===== src/design/dtfp_pkg.sv =====
// Shared types, constants and the power-of-ten table for the decimal text parser.
`default_nettype none
package dtfp_pkg;

	localparam int unsigned INT_W  = 32;
	localparam int unsigned FRAC_W = 32;
	localparam int unsigned ACC_W  = 30;
	localparam int unsigned CNT_W  = 16;
	localparam int unsigned KDIG_W = 4;

	localparam logic [7:0] CH_ZERO  = 8'h30;
	localparam logic [7:0] CH_NINE  = 8'h39;
	localparam logic [7:0] CH_POINT = 8'h2E;

	typedef logic [7:0] char_t;

	typedef struct packed {
		logic [INT_W-1:0]  int_part;
		logic [FRAC_W-1:0] frac_part;
		logic [CNT_W-1:0]  consumed;
		logic              overflow;
	} res_t;

	// controller to datapath
	typedef struct packed {
		logic acc_en;    // fold a digit or point into the accumulators
		logic term_take; // snapshot the number, start the divide, clear accumulators
		logic out_load;  // move the finished result into the output register
	} cmd_t;

	// datapath to controller
	typedef struct packed {
		logic is_term;   // the offered character ends the number
		logic div_done;  // quotient is ready
	} sts_t;

	function automatic logic [ACC_W-1:0] pow10(input logic [KDIG_W-1:0] k);
		logic [ACC_W-1:0] p;
		case (k)
			4'd0: p = 30'd1;
			4'd1: p = 30'd10;
			4'd2: p = 30'd100;
			4'd3: p = 30'd1000;
			4'd4: p = 30'd10000;
			4'd5: p = 30'd100000;
			4'd6: p = 30'd1000000;
			4'd7: p = 30'd10000000;
			4'd8: p = 30'd100000000;
			4'd9: p = 30'd1000000000;
			default: p = 30'd1;
		endcase
		return p;
	endfunction

endpackage
`default_nettype wire


===== src/design/dtfp_stream_if.sv =====
// Valid/ready stream interface with a typed payload.
`default_nettype none
interface dtfp_stream_if #(
	parameter type T = logic [7:0]
);
	logic valid;
	logic ready;
	T     data;

	modport source (output valid, output data, input ready);
	modport sink   (input valid, input data, output ready);
endinterface
`default_nettype wire


===== src/design/dtfp_div.sv =====
// Restoring divider: fraction numerator shifted by 32, over a power of ten, one bit a cycle.
`default_nettype none
module dtfp_div
	import dtfp_pkg::*;
(
	input  wire logic              clk,
	input  wire logic              arst_n,
	input  wire logic              start,
	input  wire logic [ACC_W-1:0]  numer,
	input  wire logic [ACC_W-1:0]  denom,
	output logic                   done,
	output logic [FRAC_W-1:0]      quot
);
	localparam int unsigned STEP_W = $clog2(FRAC_W);
	localparam logic [STEP_W-1:0] LAST_STEP = STEP_W'(FRAC_W - 1);

	logic [ACC_W-1:0]  rem_q;
	logic [ACC_W-1:0]  den_q;
	logic [FRAC_W-1:0] quot_q;
	logic [STEP_W-1:0] step_q;
	logic              busy_q;
	logic              done_q;

	logic [ACC_W:0]    rem2;
	logic [ACC_W+1:0]  diff;
	logic              fits;

	// numerator stays below the divisor, so twice the remainder fits ACC_W+1 bits
	assign rem2 = {rem_q, 1'b0};
	assign diff = {1'b0, rem2} - {2'b00, den_q};
	assign fits = ~diff[ACC_W+1];

	always_ff @(posedge clk or negedge arst_n) begin
		if (!arst_n) begin
			busy_q <= 1'b0;
			done_q <= 1'b0;
			step_q <= '0;
		end else if (start) begin
			busy_q <= 1'b1;
			done_q <= 1'b0;
			step_q <= '0;
		end else if (busy_q) begin
			step_q <= step_q + 1'b1;
			if (step_q == LAST_STEP) begin
				busy_q <= 1'b0;
				done_q <= 1'b1;
			end
		end
	end

	always_ff @(posedge clk) begin
		if (start) begin
			rem_q  <= numer;
			den_q  <= denom;
			quot_q <= '0;
		end else if (busy_q) begin
			rem_q  <= fits ? diff[ACC_W-1:0] : rem2[ACC_W-1:0];
			quot_q <= {quot_q[FRAC_W-2:0], fits};
		end
	end

	assign done = done_q;
	assign quot = quot_q;
endmodule
`default_nettype wire


===== src/design/dtfp_dp.sv =====
// Datapath: digit accumulators, result snapshot, divider and output register.
`default_nettype none
module dtfp_dp
	import dtfp_pkg::*;
#(
	parameter int unsigned FRAC_DIGITS = 9,
	parameter int unsigned COUNT_BITS  = 16
) (
	input  wire logic  clk,
	input  wire logic  arst_n,
	input  wire char_t ch,
	input  wire cmd_t  cmd,
	output sts_t       sts,
	output res_t       res
);
	logic [INT_W-1:0]      int_acc_q;
	logic [ACC_W-1:0]      frac_acc_q;
	logic [KDIG_W-1:0]     frac_digits_q;
	logic                  seen_point_q;
	logic [COUNT_BITS-1:0] char_count_q;
	logic                  sat_flag_q;

	logic [INT_W-1:0]      snap_int_q;
	logic [CNT_W-1:0]      snap_cnt_q;
	logic                  snap_ovf_q;
	res_t                  res_q;

	logic                  is_digit;
	logic                  is_point;
	logic [3:0]            dig;
	logic [INT_W+3:0]      int_next;
	logic [ACC_W-1:0]      frac_next;
	logic [31:0]           cnt_ext;
	logic [CNT_W-1:0]      cnt_sat;
	logic                  div_done;
	logic [FRAC_W-1:0]     quot;

	assign is_digit  = (ch >= CH_ZERO) && (ch <= CH_NINE);
	assign is_point  = (ch == CH_POINT);
	assign dig       = 4'(ch - CH_ZERO);
	// times ten as two shifts and an add
	assign int_next  = ({4'b0, int_acc_q} << 3) + ({4'b0, int_acc_q} << 1)
		+ {{INT_W{1'b0}}, dig};
	assign frac_next = (frac_acc_q << 3) + (frac_acc_q << 1) + {{(ACC_W-4){1'b0}}, dig};
	assign cnt_ext   = 32'(char_count_q);
	assign cnt_sat   = (cnt_ext > 32'h0000_FFFF) ? 16'hFFFF : cnt_ext[CNT_W-1:0];

	always_ff @(posedge clk or negedge arst_n) begin
		if (!arst_n) begin
			int_acc_q     <= '0;
			frac_acc_q    <= '0;
			frac_digits_q <= '0;
			seen_point_q  <= 1'b0;
			char_count_q  <= '0;
			sat_flag_q    <= 1'b0;
		end else if (cmd.term_take) begin
			int_acc_q     <= '0;
			frac_acc_q    <= '0;
			frac_digits_q <= '0;
			seen_point_q  <= 1'b0;
			char_count_q  <= '0;
			sat_flag_q    <= 1'b0;
		end else if (cmd.acc_en) begin
			if (char_count_q != '1) begin
				char_count_q <= char_count_q + 1'b1;
			end
			if (is_digit) begin
				if (!seen_point_q) begin
					if (sat_flag_q || (int_next[INT_W+3:INT_W] != 4'b0)) begin
						int_acc_q  <= '1;
						sat_flag_q <= 1'b1;
					end else begin
						int_acc_q <= int_next[INT_W-1:0];
					end
				end else if (frac_digits_q < KDIG_W'(FRAC_DIGITS)) begin
					frac_acc_q    <= frac_next;
					frac_digits_q <= frac_digits_q + 1'b1;
				end
			end else if (is_point) begin
				seen_point_q <= 1'b1;
			end
		end
	end

	// snapshot and output registers are payload only
	always_ff @(posedge clk) begin
		if (cmd.term_take) begin
			snap_int_q <= int_acc_q;
			snap_cnt_q <= cnt_sat;
			snap_ovf_q <= sat_flag_q;
		end
		if (cmd.out_load) begin
			res_q.int_part  <= snap_int_q;
			res_q.frac_part <= quot;
			res_q.consumed  <= snap_cnt_q;
			res_q.overflow  <= snap_ovf_q;
		end
	end

	dtfp_div u_div (
		.clk    (clk),
		.arst_n (arst_n),
		.start  (cmd.term_take),
		.numer  (frac_acc_q),
		.denom  (pow10(frac_digits_q)),
		.done   (div_done),
		.quot   (quot)
	);

	assign sts.is_term  = ~(is_digit | is_point);
	assign sts.div_done = div_done;
	assign res          = res_q;
endmodule
`default_nettype wire


===== src/design/dtfp_ctrl.sv =====
// Controller: accept, divide and hand-off sequencing plus output valid.
`default_nettype none
module dtfp_ctrl
	import dtfp_pkg::*;
(
	input  wire logic clk,
	input  wire logic arst_n,
	input  wire logic in_valid,
	output logic      in_ready,
	output logic      out_valid,
	input  wire logic out_ready,
	input  wire sts_t sts,
	output cmd_t      cmd
);
	typedef enum logic [2:0] {
		ST_ACC  = 3'b001,
		ST_DIV  = 3'b010,
		ST_HOLD = 3'b100
	} state_t;

	state_t state_q;
	state_t state_d;
	logic   out_valid_q;
	logic   take;
	logic   out_free;

	assign in_ready = (state_q == ST_ACC);
	assign take     = in_valid && in_ready;
	assign out_free = !out_valid_q || out_ready;

	always_comb begin
		state_d       = state_q;
		cmd.acc_en    = 1'b0;
		cmd.term_take = 1'b0;
		cmd.out_load  = 1'b0;
		case (state_q)
			ST_ACC: begin
				if (take) begin
					if (sts.is_term) begin
						cmd.term_take = 1'b1;
						state_d       = ST_DIV;
					end else begin
						cmd.acc_en = 1'b1;
					end
				end
			end
			ST_DIV: begin
				if (sts.div_done) begin
					if (out_free) begin
						cmd.out_load = 1'b1;
						state_d      = ST_ACC;
					end else begin
						state_d = ST_HOLD;
					end
				end
			end
			ST_HOLD: begin
				if (out_free) begin
					cmd.out_load = 1'b1;
					state_d      = ST_ACC;
				end
			end
			default: begin
				state_d = ST_ACC;
			end
		endcase
	end

	always_ff @(posedge clk or negedge arst_n) begin
		if (!arst_n) begin
			state_q     <= ST_ACC;
			out_valid_q <= 1'b0;
		end else begin
			state_q <= state_d;
			if (cmd.out_load) begin
				out_valid_q <= 1'b1;
			end else if (out_ready) begin
				out_valid_q <= 1'b0;
			end
		end
	end

	assign out_valid = out_valid_q;
endmodule
`default_nettype wire


===== src/design/decimal_text_to_fixed_point_core.sv =====
// Top level: decimal character stream to 32.32 fixed point with consumed count.
//
//   channel  dir  payload                                    item
//   chars    in   data : 8-bit character                     one character
//   result   out  data : int_part, frac_part, consumed,      one parsed number
//                        overflow
//
// A digit or point is folded in as it is taken; chars.ready stays high until a
// terminator is taken, which starts a restoring divide of the fraction by 10^k. The next
// character is taken only once the quotient is loaded into the output register.
// The output register lets parsing of the next number run while a result waits.
// arst_n clears the controller and the accumulators at once; there is no clearing pass.
// A stalled result blocks input only when the next divide finishes first.
`default_nettype none
module decimal_text_to_fixed_point_core
	import dtfp_pkg::*;
#(
	parameter int unsigned FRAC_DIGITS = 9,
	parameter int unsigned COUNT_BITS  = 16
) (
	input  wire logic     clk,
	input  wire logic     arst_n,
	dtfp_stream_if.sink   chars,
	dtfp_stream_if.source result
);
	cmd_t  cmd;
	sts_t  sts;
	res_t  res;
	char_t ch;
	logic  in_ready;
	logic  out_valid;

	assign ch = chars.data;

	// sequencing: when to fold, when to divide, when to hand the result over
	dtfp_ctrl u_ctrl (
		.clk       (clk),
		.arst_n    (arst_n),
		.in_valid  (chars.valid),
		.in_ready  (in_ready),
		.out_valid (out_valid),
		.out_ready (result.ready),
		.sts       (sts),
		.cmd       (cmd)
	);

	// accumulators, divider and output register
	dtfp_dp #(
		.FRAC_DIGITS (FRAC_DIGITS),
		.COUNT_BITS  (COUNT_BITS)
	) u_dp (
		.clk    (clk),
		.arst_n (arst_n),
		.ch     (ch),
		.cmd    (cmd),
		.sts    (sts),
		.res    (res)
	);

	assign chars.ready  = in_ready;
	assign result.valid = out_valid;
	assign result.data  = res;

	// a terminator stops intake for the divide
	a_term_blocks: assert property (@(posedge clk) disable iff (!arst_n)
		cmd.term_take |=> !in_ready)
		else $error("input still ready after a terminator");

	// a loaded result is never dropped before it is taken
	a_out_kept: assert property (@(posedge clk) disable iff (!arst_n)
		out_valid && !result.ready |=> out_valid && $stable(res))
		else $error("pending result lost or changed");

	// load only into a free output register
	a_load_free: assert property (@(posedge clk) disable iff (!arst_n)
		cmd.out_load |-> (!out_valid || result.ready))
		else $error("result loaded over a pending one");

	// fold, terminate and load are exclusive commands
	a_cmd_excl: assert property (@(posedge clk) disable iff (!arst_n)
		$onehot0({cmd.acc_en, cmd.term_take, cmd.out_load}))
		else $error("conflicting datapath commands");
endmodule
`default_nettype wire

===== src/flat_wrapper.sv =====
// flat-port wrapper written by rule: the top's interface ports become plain ports
module decimal_text_to_fixed_point_core_flat import dtfp_pkg::*;
#(
	parameter int unsigned FRAC_DIGITS = 9,
	parameter int unsigned COUNT_BITS  = 16
)
  (clk, arst_n, chars_valid, chars_data, chars_ready, result_valid, result_data, result_ready);
  dtfp_stream_if chars_i ();
  dtfp_stream_if result_i ();
  input  wire logic clk;
  input  wire logic arst_n;
  input wire logic [$bits(chars_i.valid)-1:0] chars_valid;
  input wire logic [$bits(chars_i.data)-1:0] chars_data;
  output wire logic [$bits(chars_i.ready)-1:0] chars_ready;
  output wire logic [$bits(result_i.valid)-1:0] result_valid;
  output wire logic [$bits(result_i.data)-1:0] result_data;
  input wire logic [$bits(result_i.ready)-1:0] result_ready;
  assign chars_i.valid = chars_valid;
  assign chars_i.data = chars_data;
  assign chars_ready = chars_i.ready;
  assign result_valid = result_i.valid;
  assign result_data = result_i.data;
  assign result_i.ready = result_ready;
  decimal_text_to_fixed_point_core #(.FRAC_DIGITS(FRAC_DIGITS), .COUNT_BITS(COUNT_BITS)) u_core (.clk(clk), .arst_n(arst_n), .chars(chars_i), .result(result_i));
endmodule

===== config.mk =====
export PLATFORM = sky130hd
export DESIGN_NAME = decimal_text_to_fixed_point_core_flat
export DESIGN_NICKNAME = d
export VERILOG_FILES = /design/src/design/dtfp_pkg.sv /design/src/design/dtfp_stream_if.sv /design/src/design/dtfp_div.sv /design/src/design/dtfp_dp.sv /design/src/design/dtfp_ctrl.sv /design/src/design/decimal_text_to_fixed_point_core.sv /design/src/flat_wrapper.sv
export SDC_FILE = /design/constraint.sdc
export NUM_CORES = 1
export LEC_CHECK = 0
export BUFFER_PORTS_ARGS = -buffer_cell sky130_fd_sc_hd__buf_2
export CAP_MARGIN = 15
export CORE_ASPECT_RATIO = 0.7
export CORE_MARGIN = 3
export CORE_UTILIZATION = 55
export DETAILED_ROUTE_END_ITERATION = 16
export GPL_ROUTABILITY_DRIVEN = 0
export GPL_TIMING_DRIVEN = 1
export PLACE_DENSITY = 0.81
export REMOVE_ABC_BUFFERS = 1
export SETUP_SLACK_MARGIN = 0.4
export SYNTH_ARGS = -nofsm -noshare
export SYNTH_HDL_FRONTEND = slang
export SYNTH_SLANG_ARGS = --single-unit

===== constraint.sdc =====
create_clock -name clk -period 3.55 [get_ports clk]
set_clock_uncertainty 0.1 [all_clocks]
set_input_delay 0.71 -clock clk [delete_from_list [all_inputs] [get_ports clk]]
set_output_delay 0.71 -clock clk [all_outputs]
set_load 0.02 [all_outputs]

==> flow_summary.yaml <==
die:
  fp.dieArea_um2: 11280
  ios: 22
  placementRows: 29
  core_um2: 9398
  floorplan.initialDensity_pct: 58.63
  die_w_um: 125.6
  die_h_um: 89.75
clocking:
  cts_sinks: 77
  insertion_delay_ns: 0.35
  htreeDepth: 3
  postCtsHoldBufs: 0
  cts_root_buf: "clkbuf_16"
  cts_inserted_buffers: 9
  cts_max_path_buffers: 2
  cts_tree: "built"
  clk_pin_slew_worst_paths_ns: 0.07
synth:
  synth_edf_count: 16
  synth.cell_area_um2: 5510
  synthAdderAreaFrac_pct: 15.71
  yosys-top-cells-area: "dfrtp_1 27%, ha_1 15%, edfxtp_1 8.7%, a21oi_1 6.7%, a21oi_2 5.1%"
  synth_top_cell_area_share_pct: 27.25
  ys_types: 62
  muxShareOfSynthArea_pct: 0.5450
  async_flop_share_pct: 79.22
  synth_compound_area_share_pct: 23.16
  yosysWarnings: 0
  yosys_most_used_dff: "dfrtp_1"
  synthSimpleGateAreaFrac_pct: 14.06
  synth_top_family_by_area: "compound AO/OA/AOI/OAI gates"
  synth_seq_area_share_pct: 36.44
  synth_area_per_cell_um2: 9.633
  synth_largest_area_cell: "dfrtp_1"
  syn_inst: 572
  synth-seq-cells: 77
  synthXorXnorAreaFrac_pct: 7.153
critical_path:
  ff2ff_setup_slack_ns: 0.18
  path_class: "input pin to register"
  critPathLaunch: "chars_data[3]"
  crit_fanout: 6
  required_ns: 3.69
  timing.rr.start: "u_core.u_dp.int_acc_q[2]"
  arrival_ns: 3.51
  end_kind: "register"
  cp-start-kind: "input pin"
routing:
  routed_wl_mm: 13.76
  vias_per_cell: 6.277
  drc: 0
  wire_per_inst_um: 18.32
  ant_nets: 0
  dr.first_iter.drc_count: 442
  route.vias.total: 4714
  first_pass_iters: 5
final_layout:
  final_core_util_pct: 68.67
  fin_area_um2: 6454
  diodes: 0
  fin_nets: 702
  fill_cells: 651
  area_growth_syn_to_layout_pct: 17.12
  drive_above_1_share_pct: 23.44
global_route:
  first_global_vias: 4611
  grt_max_degree: 36
  antenna_found_initial: 0
  grt_pass1_wl_mm: 22.54
  overflow: 0
  track_usage_pct: 24.21
placed_design:
  io_buffers: 21
  dpl_cell_area_um2: 5851
  dp_slack_ns: -0.4882
  place_hpwl_mm: 9.260
timing:
  slew_headroom_pct: 58.48
  fin_ws_ns: 0.1780
  worst_pin_slew_ns: 0.6180
  fin_crit_sh_pct: 94.99
  grt_setup_unrepaired: "true"
  final_max_slew_viol_count: 0
  setup_violations: 0
  fmax_mhz: 296.6
  final.min_clock_period_ns: 3.372
  finalHoldViolCount: 0
power:
  clkPwrFrac_pct: 32.4
  power.switching_mw: 0.9848
  power.leakage_nw: 2.949
  p_total_mw: 2.797
  power_density_nw_per_um2: 433.4
  p_int_mw: 1.812
  switching_share_pct: 35.21
  ir_drop_mv: 0.3127
  p_comb_share_pct: 27.1
  seqPwrFrac_pct: 40.5
worst_hold_path:
  hold_path.class: "input pin to asynchronous set/reset pin"
job:
  cap_violations: 0
outcome:
  outcome: "finished, final reports clean"
==> power by group through the flow <==
stage	combinational [mW]	clock [mW]	sequential [mW]
after floorplan	0.510	0	1.12
after global placement	0.667	0	1.14
after detailed placement	0.700	0	1.14
after CTS	0.732	0.913	1.13
after global routing	0.830	0.953	1.15
final	0.757	0.907	1.13
==> worst paths after layout <==
check,end,cells after the start
max in group asynchronous,u_core.u_ctrl.state_q[0],2
min in group clk,u_core.u_dp.res[3],0
setup / recovery,u_core.u_dp.int_acc_q[1],14
hold / removal,u_core.u_dp.int_acc_q[22],1
setup reg to reg,u_core.u_dp.int_acc_q[1],13
hold reg to reg,u_core.u_dp.res[3],0
==> sequential cells by signal, indices dropped and copies added, names as in the netlist <==
register and cells:
u_core.u_dp.char_count_q 16, u_core.u_ctrl.out_valid 1, u_core.u_ctrl.state_q 3, u_core.u_dp.u_div.busy_q 1, u_core.u_dp.seen_point_q 1, u_core.u_dp.res 8
u_core.u_dp.u_div.step_q 5, u_core.u_dp.snap_ovf_q 1, u_core.u_dp.u_div.done 1, u_core.u_dp.int_acc_q 32, u_core.u_dp.snap_cnt_q 7, u_core.u_dp.sat_flag_q 1
==> cell families (layout without fill, tap and decap cells) <==
family,after synthesis,count (layout)
multiplexers,3,3
buffers and inverters,36,91
adder cells (fa/ha/maj),68,68
AO/OA/AOI/OAI,187,187
AND/OR/NAND/NOR,156,156
XOR/XNOR,45,45
flip-flops,77,77
==> worst max-delay path, cell delays in order <==
cell and delay, ns:
buf_6 0.10, fa_1 0.49, buf_4 0.15, ha_1 0.30, a21oi_2 0.18, nor2_2 0.09, o21bai_2 0.18, o211ai_1 0.20
a31oi_2 0.27, o21ai_1 0.16, nor4_4 0.27, buf_6 0.19, buf_8 0.14, a21oi_1 0.07
==> layer usage <==
layer | track usage (%) | wire (um) | up-vias
met5 | 0 | 0 | -
met2 | 36.43 | 6249 | 186
met4 | 8.123 | 214 | 0
met3 | 5.332 | 962 | 18
li1 | - | - | 2192
met1 | 34.68 | 6333 | 2318
==> layout by cell type (no fill, tap or decap), types with 3 or more instances in the layout <==
master,n
inv_1,15
nand2_1,42
nand3_1,15
o211ai_1,4
a31oi_1,4
mux2i_1,3
a21oi_1,68
o21ai_0,22
o21bai_1,3
and4_1,4
buf_2,20
a21o_1,5
edfxtp_1,16
nor3_1,8
clkbuf_16,10
xor2_1,26
and2_1,5
a21oi_2,37
a211oi_1,3
ha_1,58
dfrtp_1,60
ha_4,3
nor2_1,43
and3_1,4
buf_6,3
a21oi_4,3
nor2b_1,4
nand2b_1,9
ha_2,5
inv_6,5
xnor2_1,18
o21ai_1,9
buf_4,31
nand4_1,8
==> final cells by class <==
cell class | count | area [um2] | area share (%)
clock buffer | 9 | 225.2 | 3.490
clock inverter | 7 | 60.06 | 0.9306
inverter | 17 | 63.81 | 0.9888
multi-input combinational | 459 | 3495 | 54.15
sequential | 77 | 2008 | 31.12
tap | 124 | 155.1 | 2.404
timing repair buffer | 58 | 446.7 | 6.921
==> repair_timing <==
| action | 4_1_cts | 5_1_grt |
|---|---|---|
| gates cloned | 1 | 1 |
| gates resized for setup | 32 | 14 |
| pin swaps | 14 | 10 |
| setup endpoints to repair | 33 | 33 |
| setup buffers | 9 | 3 |
==> synth_stat cells (all sizes together), types with 10 or more instances <==
| library cell | instances |
|---|---|
| a21oi | 108 |
| clkbuf | 12 |
| dfrtp | 60 |
| edfxtp | 16 |
| ha | 66 |
| inv | 17 |
| nand2 | 43 |
| nand2b | 10 |
| nand3 | 15 |
| nor2 | 44 |
| o21ai | 34 |
| xnor2 | 18 |
| xor2 | 27 |
==> stage by stage <==
stage	std cells	hold slack, ns	TNS, ns
2_1_floorplan	553	0.3003	-55.51
3_3_place_gp	721	0.3007	-11.53
3_5_place_dp	721	0.3052	-15.19
4_1_cts	747	0.1699	0
5_1_grt	751	0.1746	0
6_report	751	0.1505	0
No activity file was read; power rests on OpenSTA's default activity.
